## src/hdl/dllc_pkg.sv

```systemverilog
`default_nettype none
package dllc_pkg;

  // Field widths fixed by the transaction format
  localparam int FUNC_W = 4;
  localparam int DATA_W = 32;

  // Operation codes
  localparam logic [FUNC_W-1:0] OP_INS_HEAD   = 4'd0;
  localparam logic [FUNC_W-1:0] OP_INS_TAIL   = 4'd1;
  localparam logic [FUNC_W-1:0] OP_POP_HEAD   = 4'd2;
  localparam logic [FUNC_W-1:0] OP_POP_TAIL   = 4'd3;
  localparam logic [FUNC_W-1:0] OP_PEEK_HEAD  = 4'd4;
  localparam logic [FUNC_W-1:0] OP_PEEK_TAIL  = 4'd5;
  localparam logic [FUNC_W-1:0] OP_CUR_HEAD   = 4'd6;
  localparam logic [FUNC_W-1:0] OP_CUR_TAIL   = 4'd7;
  localparam logic [FUNC_W-1:0] OP_CUR_FWD    = 4'd8;
  localparam logic [FUNC_W-1:0] OP_CUR_BACK   = 4'd9;
  localparam logic [FUNC_W-1:0] OP_PEEK_CUR   = 4'd10;
  localparam logic [FUNC_W-1:0] OP_INS_AFTER  = 4'd11;
  localparam logic [FUNC_W-1:0] OP_INS_BEFORE = 4'd12;
  localparam logic [FUNC_W-1:0] OP_DEL_CUR    = 4'd13;
  localparam logic [FUNC_W-1:0] OP_STATUS     = 4'd14;

  typedef logic [FUNC_W-1:0] func_t;
  typedef logic [DATA_W-1:0] data_t;

endpackage
`default_nettype wire

```

## src/hdl/dllc_if.sv

```systemverilog
`default_nettype none
// Command channel
interface dllc_cmd_if;
  logic                 valid;
  logic                 ready;
  dllc_pkg::func_t      func;
  dllc_pkg::data_t      value_in;

  modport source (output valid, output func, output value_in, input ready);
  modport sink   (input valid, input func, input value_in, output ready);
endinterface

// Result channel
interface dllc_res_if #(
  parameter int COUNT_W = 7
);
  logic                 valid;
  logic                 ready;
  dllc_pkg::data_t      value_out;
  logic                 ok;
  logic [COUNT_W-1:0]   count;
  logic                 is_empty;
  logic                 at_first;
  logic                 at_last;

  modport source (output valid, output value_out, output ok, output count,
                  output is_empty, output at_first, output at_last, input ready);
  modport sink   (input valid, input value_out, input ok, input count,
                  input is_empty, input at_first, input at_last, output ready);
endinterface
`default_nettype wire

```

## src/hdl/doubly_linked_list_with_cursor.sv

```systemverilog
`default_nettype none
// Steps in order: accept (S_IDLE), registered link read (S_LD), node
// write (S_WA), neighbor write and pointer update (S_WB), where the
// result is registered; a removal writes its neighbors in S_WA. One
// command at a time: a new one is accepted only in S_IDLE, as the writes
// share the single write port of each link memory. A stalled result holds
// the sequencer in its last step. rst (synchronous) empties the list; no
// memory sweep is needed since never-used nodes come from a fill counter.
module doubly_linked_list_with_cursor #(
  parameter int CAPACITY    = 64,
  parameter int VALUE_WIDTH = 32
) (
  input  wire logic  clk,
  input  wire logic  rst,
  dllc_cmd_if.sink   cmd,
  dllc_res_if.source res
);

  localparam int IW = $clog2(CAPACITY);
  localparam int LW = IW + 1;
  localparam int CW = $clog2(CAPACITY + 1);
  localparam int SW = (VALUE_WIDTH < dllc_pkg::DATA_W) ? VALUE_WIDTH : dllc_pkg::DATA_W;
  localparam logic [LW-1:0] NIL = LW'(CAPACITY);
  localparam logic [CW-1:0] CAP_C = CW'(CAPACITY);

  localparam logic [1:0] S_IDLE = 2'd0;
  localparam logic [1:0] S_LD   = 2'd1;
  localparam logic [1:0] S_WA   = 2'd2;
  localparam logic [1:0] S_WB   = 2'd3;

  logic [1:0]      state;
  logic [LW-1:0]   head, tail, cur;
  logic [CW-1:0]   cnt, fs_sp, hw;
  dllc_pkg::func_t op;
  logic [SW-1:0]   vin;
  logic [LW-1:0]   tgt, tn, tp, node;
  logic [SW-1:0]   tv;
  logic            full;

  logic            ov, o_ok, o_empty, o_first, o_last;
  logic [31:0]     o_value;
  logic [CW-1:0]   o_cnt;

  logic [LW-1:0]   tgt_sel;
  logic [LW-1:0]   next_rd, prev_rd;
  logic [SW-1:0]   val_rd;
  logic [IW-1:0]   fs_rd;
  logic            empty;

  // Pick the node an operation reads from
  always_comb begin
    case (cmd.func)
      dllc_pkg::OP_POP_HEAD, dllc_pkg::OP_PEEK_HEAD, dllc_pkg::OP_CUR_HEAD: tgt_sel = head;
      dllc_pkg::OP_POP_TAIL, dllc_pkg::OP_PEEK_TAIL, dllc_pkg::OP_CUR_TAIL: tgt_sel = tail;
      default: tgt_sel = cur;
    endcase
  end

  assign empty = (cnt == '0);

  // Neighbors of the node being placed or removed
  logic [LW-1:0] p, q;
  logic          ins, rem, do_ins;
  always_comb begin
    p = NIL;
    q = NIL;
    ins = 1'b0;
    rem = 1'b0;
    case (op)
      dllc_pkg::OP_INS_HEAD: begin
        ins = 1'b1;
        q = head;
      end
      dllc_pkg::OP_INS_TAIL: begin
        ins = 1'b1;
        p = tail;
      end
      dllc_pkg::OP_INS_AFTER: begin
        ins = 1'b1;
        if (!empty) begin
          p = cur;
          q = tn;
        end
      end
      dllc_pkg::OP_INS_BEFORE: begin
        ins = 1'b1;
        if (!empty) begin
          p = tp;
          q = cur;
        end
      end
      dllc_pkg::OP_POP_HEAD, dllc_pkg::OP_POP_TAIL, dllc_pkg::OP_DEL_CUR: begin
        rem = !empty;
        p = tp;
        q = tn;
      end
      default: begin
        p = NIL;
      end
    endcase
  end
  assign do_ins = ins && !full;

  // Memory write ports
  logic          nx_we, pv_we, vl_we, fs_we;
  logic [LW-1:0] nx_wa, pv_wa, nx_wd, pv_wd;
  always_comb begin
    nx_we = 1'b0;
    pv_we = 1'b0;
    nx_wa = p;
    nx_wd = q;
    pv_wa = q;
    pv_wd = p;
    if (state == S_WA) begin
      if (do_ins) begin
        nx_we = 1'b1;
        nx_wa = node;
        pv_we = 1'b1;
        pv_wa = node;
      end else if (rem) begin
        nx_we = (p != NIL);
        pv_we = (q != NIL);
      end
    end else if (state == S_WB && do_ins) begin
      nx_we = (p != NIL);
      nx_wd = node;
      pv_we = (q != NIL);
      pv_wd = node;
    end
  end
  assign vl_we = (state == S_WA) && do_ins;
  assign fs_we = (state == S_WA) && rem;

  dllc_ram #(.WIDTH(LW), .DEPTH(CAPACITY)) u_next (
    .clk(clk), .we(nx_we), .waddr(nx_wa[IW-1:0]), .wdata(nx_wd),
    .raddr(tgt_sel[IW-1:0]), .rdata(next_rd)
  );
  dllc_ram #(.WIDTH(LW), .DEPTH(CAPACITY)) u_prev (
    .clk(clk), .we(pv_we), .waddr(pv_wa[IW-1:0]), .wdata(pv_wd),
    .raddr(tgt_sel[IW-1:0]), .rdata(prev_rd)
  );
  dllc_ram #(.WIDTH(SW), .DEPTH(CAPACITY)) u_value (
    .clk(clk), .we(vl_we), .waddr(node[IW-1:0]), .wdata(vin),
    .raddr(tgt_sel[IW-1:0]), .rdata(val_rd)
  );
  dllc_ram #(.WIDTH(IW), .DEPTH(CAPACITY)) u_free (
    .clk(clk), .we(fs_we), .waddr(fs_sp[IW-1:0]), .wdata(tgt[IW-1:0]),
    .raddr(IW'(fs_sp - 1'b1)), .rdata(fs_rd)
  );

  // Pointer update and result of the operation
  logic [LW-1:0] h_n, t_n, c_n;
  logic [CW-1:0] k_n;
  logic          ok_n;
  logic [31:0]   res_n;
  always_comb begin
    h_n = head;
    t_n = tail;
    c_n = cur;
    k_n = cnt;
    ok_n = 1'b0;
    res_n = '0;
    if (do_ins) begin
      ok_n = 1'b1;
      if (p == NIL) h_n = node;
      if (q == NIL) t_n = node;
      k_n = cnt + 1'b1;
      if (cur == NIL) c_n = node;
    end else if (rem) begin
      ok_n = 1'b1;
      res_n[SW-1:0] = tv;
      if (p == NIL) h_n = q;
      if (q == NIL) t_n = p;
      k_n = cnt - 1'b1;
      if (op == dllc_pkg::OP_DEL_CUR) begin
        c_n = (cur == tail) ? p : q;
      end else if (cur == tgt) begin
        c_n = NIL;
      end
    end else if (!empty) begin
      case (op)
        dllc_pkg::OP_PEEK_HEAD, dllc_pkg::OP_PEEK_TAIL, dllc_pkg::OP_PEEK_CUR: begin
          ok_n = 1'b1;
          res_n[SW-1:0] = tv;
        end
        dllc_pkg::OP_CUR_HEAD: begin
          ok_n = 1'b1;
          c_n = head;
        end
        dllc_pkg::OP_CUR_TAIL: begin
          ok_n = 1'b1;
          c_n = tail;
        end
        dllc_pkg::OP_CUR_FWD: begin
          if (cur != tail) begin
            ok_n = 1'b1;
            c_n = tn;
          end
        end
        dllc_pkg::OP_CUR_BACK: begin
          if (cur != head) begin
            ok_n = 1'b1;
            c_n = tp;
          end
        end
        default: begin
          ok_n = (op == dllc_pkg::OP_STATUS);
        end
      endcase
    end else begin
      ok_n = (op == dllc_pkg::OP_STATUS);
    end
    // Clear an empty list, park a dangling cursor on the head
    if (k_n == '0) begin
      h_n = NIL;
      t_n = NIL;
      c_n = NIL;
    end else if (c_n == NIL) begin
      c_n = h_n;
    end
  end

  assign cmd.ready = (state == S_IDLE);

  // Sequencer and list pointers
  always_ff @(posedge clk) begin
    if (rst) begin
      state <= S_IDLE;
      head  <= NIL;
      tail  <= NIL;
      cur   <= NIL;
      cnt   <= '0;
      fs_sp <= '0;
      hw    <= '0;
      ov    <= 1'b0;
    end else begin
      if (ov && res.ready && state != S_WB) begin
        ov <= 1'b0;
      end
      case (state)
        S_IDLE: begin
          if (cmd.valid) begin
            op    <= cmd.func;
            vin   <= cmd.value_in[SW-1:0];
            tgt   <= tgt_sel;
            state <= S_LD;
          end
        end
        S_LD: begin
          tn    <= next_rd;
          tp    <= prev_rd;
          tv    <= val_rd;
          full  <= (fs_sp == '0) && (hw == CAP_C);
          node  <= (fs_sp != '0) ? {1'b0, fs_rd} : LW'(hw);
          state <= S_WA;
        end
        S_WA: begin
          if (do_ins) begin
            if (fs_sp != '0) fs_sp <= fs_sp - 1'b1;
            else hw <= hw + 1'b1;
          end else if (rem) begin
            fs_sp <= fs_sp + 1'b1;
          end
          state <= S_WB;
        end
        S_WB: begin
          if (!ov || res.ready) begin
            head    <= h_n;
            tail    <= t_n;
            cur     <= c_n;
            cnt     <= k_n;
            ov      <= 1'b1;
            o_ok    <= ok_n;
            o_value <= res_n;
            o_cnt   <= k_n;
            o_empty <= (k_n == '0);
            o_first <= (k_n == '0) || (c_n == h_n);
            o_last  <= (k_n == '0) || (c_n == t_n);
            state   <= S_IDLE;
          end
        end
        default: state <= S_IDLE;
      endcase
    end
  end

  assign res.valid     = ov;
  assign res.value_out = o_value;
  assign res.ok        = o_ok;
  assign res.count     = $bits(res.count)'(o_cnt);
  assign res.is_empty  = o_empty;
  assign res.at_first  = o_first;
  assign res.at_last   = o_last;

endmodule
`default_nettype wire

```

## src/hdl/dllc_ram.sv

```systemverilog
`default_nettype none
module dllc_ram #(
  parameter int WIDTH = 8,
  parameter int DEPTH = 64
) (
  input  wire logic                     clk,
  input  wire logic                     we,
  input  wire logic [$clog2(DEPTH)-1:0] waddr,
  input  wire logic [WIDTH-1:0]         wdata,
  input  wire logic [$clog2(DEPTH)-1:0] raddr,
  output      logic [WIDTH-1:0]         rdata
);

  logic [WIDTH-1:0] mem [DEPTH];

  // Write port and registered read port
  always_ff @(posedge clk) begin
    if (we) begin
      mem[waddr] <= wdata;
    end
    rdata <= mem[raddr];
  end

endmodule
`default_nettype wire

```

## src/flat_wrapper.sv

```systemverilog
// flat-port wrapper written by rule: the top's interface ports become plain ports
module doubly_linked_list_with_cursor_flat 
#(
  parameter int CAPACITY    = 64,
  parameter int VALUE_WIDTH = 32
)
  (clk, rst, cmd_valid, cmd_func, cmd_value_in, cmd_ready, res_valid, res_value_out, res_ok, res_count, res_is_empty, res_at_first, res_at_last, res_ready);
  dllc_cmd_if cmd_i ();
  dllc_res_if res_i ();
  input  wire logic clk;
  input  wire logic rst;
  input wire logic [$bits(cmd_i.valid)-1:0] cmd_valid;
  input wire logic [$bits(cmd_i.func)-1:0] cmd_func;
  input wire logic [$bits(cmd_i.value_in)-1:0] cmd_value_in;
  output wire logic [$bits(cmd_i.ready)-1:0] cmd_ready;
  output wire logic [$bits(res_i.valid)-1:0] res_valid;
  output wire logic [$bits(res_i.value_out)-1:0] res_value_out;
  output wire logic [$bits(res_i.ok)-1:0] res_ok;
  output wire logic [$bits(res_i.count)-1:0] res_count;
  output wire logic [$bits(res_i.is_empty)-1:0] res_is_empty;
  output wire logic [$bits(res_i.at_first)-1:0] res_at_first;
  output wire logic [$bits(res_i.at_last)-1:0] res_at_last;
  input wire logic [$bits(res_i.ready)-1:0] res_ready;
  assign cmd_i.valid = cmd_valid;
  assign cmd_i.func = cmd_func;
  assign cmd_i.value_in = cmd_value_in;
  assign cmd_ready = cmd_i.ready;
  assign res_valid = res_i.valid;
  assign res_value_out = res_i.value_out;
  assign res_ok = res_i.ok;
  assign res_count = res_i.count;
  assign res_is_empty = res_i.is_empty;
  assign res_at_first = res_i.at_first;
  assign res_at_last = res_i.at_last;
  assign res_i.ready = res_ready;
  doubly_linked_list_with_cursor #(.CAPACITY(CAPACITY), .VALUE_WIDTH(VALUE_WIDTH)) u_core (.clk(clk), .rst(rst), .cmd(cmd_i), .res(res_i));
endmodule
```

## config.mk

```make
export PLATFORM = sky130hd
export DESIGN_NAME = doubly_linked_list_with_cursor_flat
export DESIGN_NICKNAME = d
export VERILOG_FILES = /design/src/hdl/dllc_pkg.sv /design/src/hdl/dllc_if.sv /design/src/hdl/doubly_linked_list_with_cursor.sv /design/src/hdl/dllc_ram.sv /design/src/flat_wrapper.sv
export SDC_FILE = /design/constraint.sdc
export NUM_CORES = 2
export LEC_CHECK = 0
export BUFFER_PORTS_ARGS = -buffer_cell sky130_fd_sc_hd__buf_2
export CORE_MARGIN = 2
export CORE_UTILIZATION = 45
export CTS_CLUSTER_SIZE = 10
export DETAILED_ROUTE_END_ITERATION = 10
export PLACE_DENSITY = 0.6
export SLEW_MARGIN = 20
export SYNTH_ARGS = -nofsm -noshare
export SYNTH_HDL_FRONTEND = slang
export SYNTH_SLANG_ARGS = --single-unit
```

## constraint.sdc

```tcl
create_clock -name clk -period 4.9 [get_ports clk]
set_clock_uncertainty 0.2 [all_clocks]
set_input_delay 0.98 -clock clk [delete_from_list [all_inputs] [get_ports clk]]
set_output_delay 0.98 -clock clk [all_outputs]
set_load 0.03 [all_outputs]
```

==> impl_metrics.ini <==
[floorplanning]
dieWidth_um = 560
ios = 85
fp-row-count = 204
die-height_um = 560
start_util = 0.451
core_sq_um = 308000
die-area_sq_um = 314000

[global_routing]
overflow = 0
grt_first_pass_wirelength_um = 521000
grt_pass1_vias = 73500
antenna_found_initial = 5
track_usage = 0.227
grt_max_degree = 74

[worst_setup_path]
cp-start-kind = input port
rr_worst_depth = 10
worst-setup-path-type = in2reg
regToRegSetupSlack_ns = 0.33
cp_max_fo = 18
arrival_ns = 5.18
r2r_start = u_core.op[1]
worstSetupStartpoint = cmd_func[3]
required_ns = 5.50
worstSetupEndpointType = register

[detailed_routing]
first_pass_iters = 8
drc_errors = 0
final_antenna_net_count = 0
vias = 71900
wl_per_cell_um = 30.0
via_per_inst = 5.97
detail_route.iter0.violations = 8302
wirelength_um = 361000

[sta]
period_minus_slack_ns = 4.59
rsz0062_at_grt = false
period_share = 0.936
drv_slew = 0
hold_viol = 0
relSlewSlack = 0.248
worst_pin_slew_ns = 1.12
fin_setup_tns_ns = 0
report.final.setup_viol = 0
fin_ws_ns = 0.313
fmax_ghz = 0.218

[power_and_ir_drop]
combPwrFrac = 0.055
powerDensity_nw_per_um2 = 404
seq_power_share = 0.533
p_leak_nw = 51.9
swShare = 0.223
peakVddDrop_mv = 0.430
clkPwrFrac = 0.412
power_mw = 65.0
p_int_mw = 50.6
p_sw_mw = 14.5

[yosys]
synth_enable_flop_cells = 3468
yosysSeqAreaShare = 0.762
netlist_area_sq_um = 139000
syn-num-nets = 7101
synthArstFlopShare = 0
yosys_warnings = 0
synthFlopType = edfxtp_1
avgSynthCellArea_sq_um = 19.7
synth_seq_cells = 3565
synthCells = 7050
synth.distinct_cells = 92

[finish]
layoutNonFillerInstCount = 12000
nets = 7708
drive_above_1_share = 0.257
area_growth_pct = 15.7
finish.utilization = 0.522

[flow_run]
drv_cap = 0

[clock_tree]
clock_latency_ns = 0.97
clock_path_buffers = 4
cts_tree = yes
h-tree-depth = 5
ctsResizeCount = 0
hold_buffers = 34
cts_buffers = 400
clk_pin_slew_ns = 0.06
clkSinkCount = 3565
postCtsSetupRepairBufs = 0
cts_root_buf = clkbuf_16

[hold_path]
min-delay-start = res_ready
hold_depth = 4
hold_class = in2reg

[placed_design]
placedCellCount = 11300
finalWeightedCongestion = 0.903
dp_slack_ns = -0.0632
io_buffers = 84
dp_hpwl_um = 213000

[status]
status = completed
==> registers in the layout (all words and copies together) (netlist names), 32 cells and up <==
| name | count |
|---|---|
| u_core.u_prev.mem | 448 |
| u_core.vin | 32 |
| u_core.u_value.rdata | 32 |
| u_core.tv | 32 |
| u_core.u_value.mem | 2048 |
| u_core.u_free.mem | 384 |
| u_core.res.value_out | 32 |
| u_core.u_next.mem | 448 |
==> cell usage after synthesis (15+ instances only) <==
cell type | n | area share
o21ai_0 | 25 | 0.00090
nand3_1 | 207 | 0.0074
a311oi_1 | 42 | 0.0026
nor2_1 | 358 | 0.0097
xor2_1 | 17 | 0.0011
a21oi_1 | 126 | 0.0045
mux4_2 | 862 | 0.14
dfxtp_1 | 97 | 0.014
xnor2_1 | 24 | 0.0015
and2_1 | 44 | 0.0020
clkbuf_1 | 243 | 0.0066
or3_1 | 15 | 0.00067
inv_1 | 26 | 0.00070
mux2_2 | 15 | 0.0012
a22oi_1 | 19 | 0.0010
edfxtp_1 | 3468 | 0.75
and3_1 | 107 | 0.0048
buf_2 | 28 | 0.0010
nor3_1 | 17 | 0.00061
buf_1 | 143 | 0.0039
nand2_1 | 657 | 0.018
mux2i_1 | 118 | 0.0085
a211oi_1 | 101 | 0.0054
a31oi_1 | 62 | 0.0028
==> power groups by stage <==
stage / Combinational [mW] / Clock (mW) / Sequential, mW
4_1_cts: 3.60 / 27.3 / 34.6
2_1_floorplan: 1.52 / 0 / 35.5
6_report: 3.58 / 26.8 / 34.6
5_1_grt: 3.80 / 28.5 / 34.6
3_3_place_gp: 3.48 / 0 / 35.3
3_5_place_dp: 3.58 / 0 / 35.3
==> layer usage <==
metal	GRT usage	routed length, um
met4	0.0715	11600
met3	0.0265	22300
met5	0	0
met2	0.381	181000
met1	0.311	145000
==> area by class of cell <==
cell class              count  area (sq um)
clock inverters            36           633
multi-input cells        3039         32200
diodes                      3          7.51
well taps                4120          5150
flip-flops and latches   3565        106000
fillers                 24300        147000
repair buffers            622          6020
inverters                  29           124
clock buffers             619         10900
==> critical path, cell delays in order <==
cell and delay, ns:
dlygate4sd3_1 0.53, buf_2 0.12, o21bai_1 0.28, buf_4 0.26
nand2_1 0.08, o21a_4 0.46, buf_12 0.28, buf_12 0.21
buf_4 0.19, mux4_2 0.50, nand2_1 0.08, and3_1 0.19
a211oi_1 0.06, buf_4 0.20, a311oi_1 0.57, a21oi_1 0.09
==> final timing paths <==
check | end
setup reg to reg | u_core.u_prev.mem[58][1]
setup / recovery | u_core.u_value.rdata[8]
hold reg to reg | u_core.tv[28]
hold / removal | u_core.res.valid
==> cells in the final DEF, fill, tap and decap left out, types with 25 or more instances in the layout <==
| master | synthesis | layout |
|---|---|---|
| buf_4 | 1 | 386 |
| a21oi_1 | 126 | 109 |
| clkbuf_1 | 243 | 217 |
| buf_12 | 0 | 118 |
| a211oi_1 | 101 | 99 |
| and3_1 | 107 | 107 |
| nand2_1 | 657 | 657 |
| inv_1 | 26 | 25 |
| edfxtp_1 | 3468 | 3468 |
| buf_2 | 28 | 84 |
| nor2_1 | 358 | 293 |
| dfxtp_1 | 97 | 96 |
| nand3_1 | 207 | 207 |
| a31oi_1 | 62 | 62 |
| mux2i_1 | 118 | 118 |
| and2_1 | 44 | 44 |
| dlygate4sd3_1 | 0 | 34 |
| a311oi_1 | 42 | 42 |
| mux4_2 | 862 | 862 |
| o21ai_0 | 25 | 25 |
| clkbuf_16 | 0 | 401 |
| nor2_4 | 1 | 66 |
==> cells by family (layout without fill, tap and decap cells) <==
logic type,Yosys count,count (layout),synth area share
xor+xnor,41,41,0.00258
buf+inv,446,1306,0.0124
mux,995,995,0.149
simple gates,1501,1501,0.0483
compound gates,491,491,0.0244
other cells,0,3,0
fa+ha+maj,11,11,0.000989
flops,3565,3565,0.762
==> per-stage QoR <==
stage          hold slack [ns]  area (sq um)
4_1_cts                 0.0960        161000
2_1_floorplan            0.186        139000
3_3_place_gp             0.190        149000
5_1_grt                  0.150        161000
3_5_place_dp             0.190        149000
6_report                 0.161        161000
(Power assumes the default switching activity.)
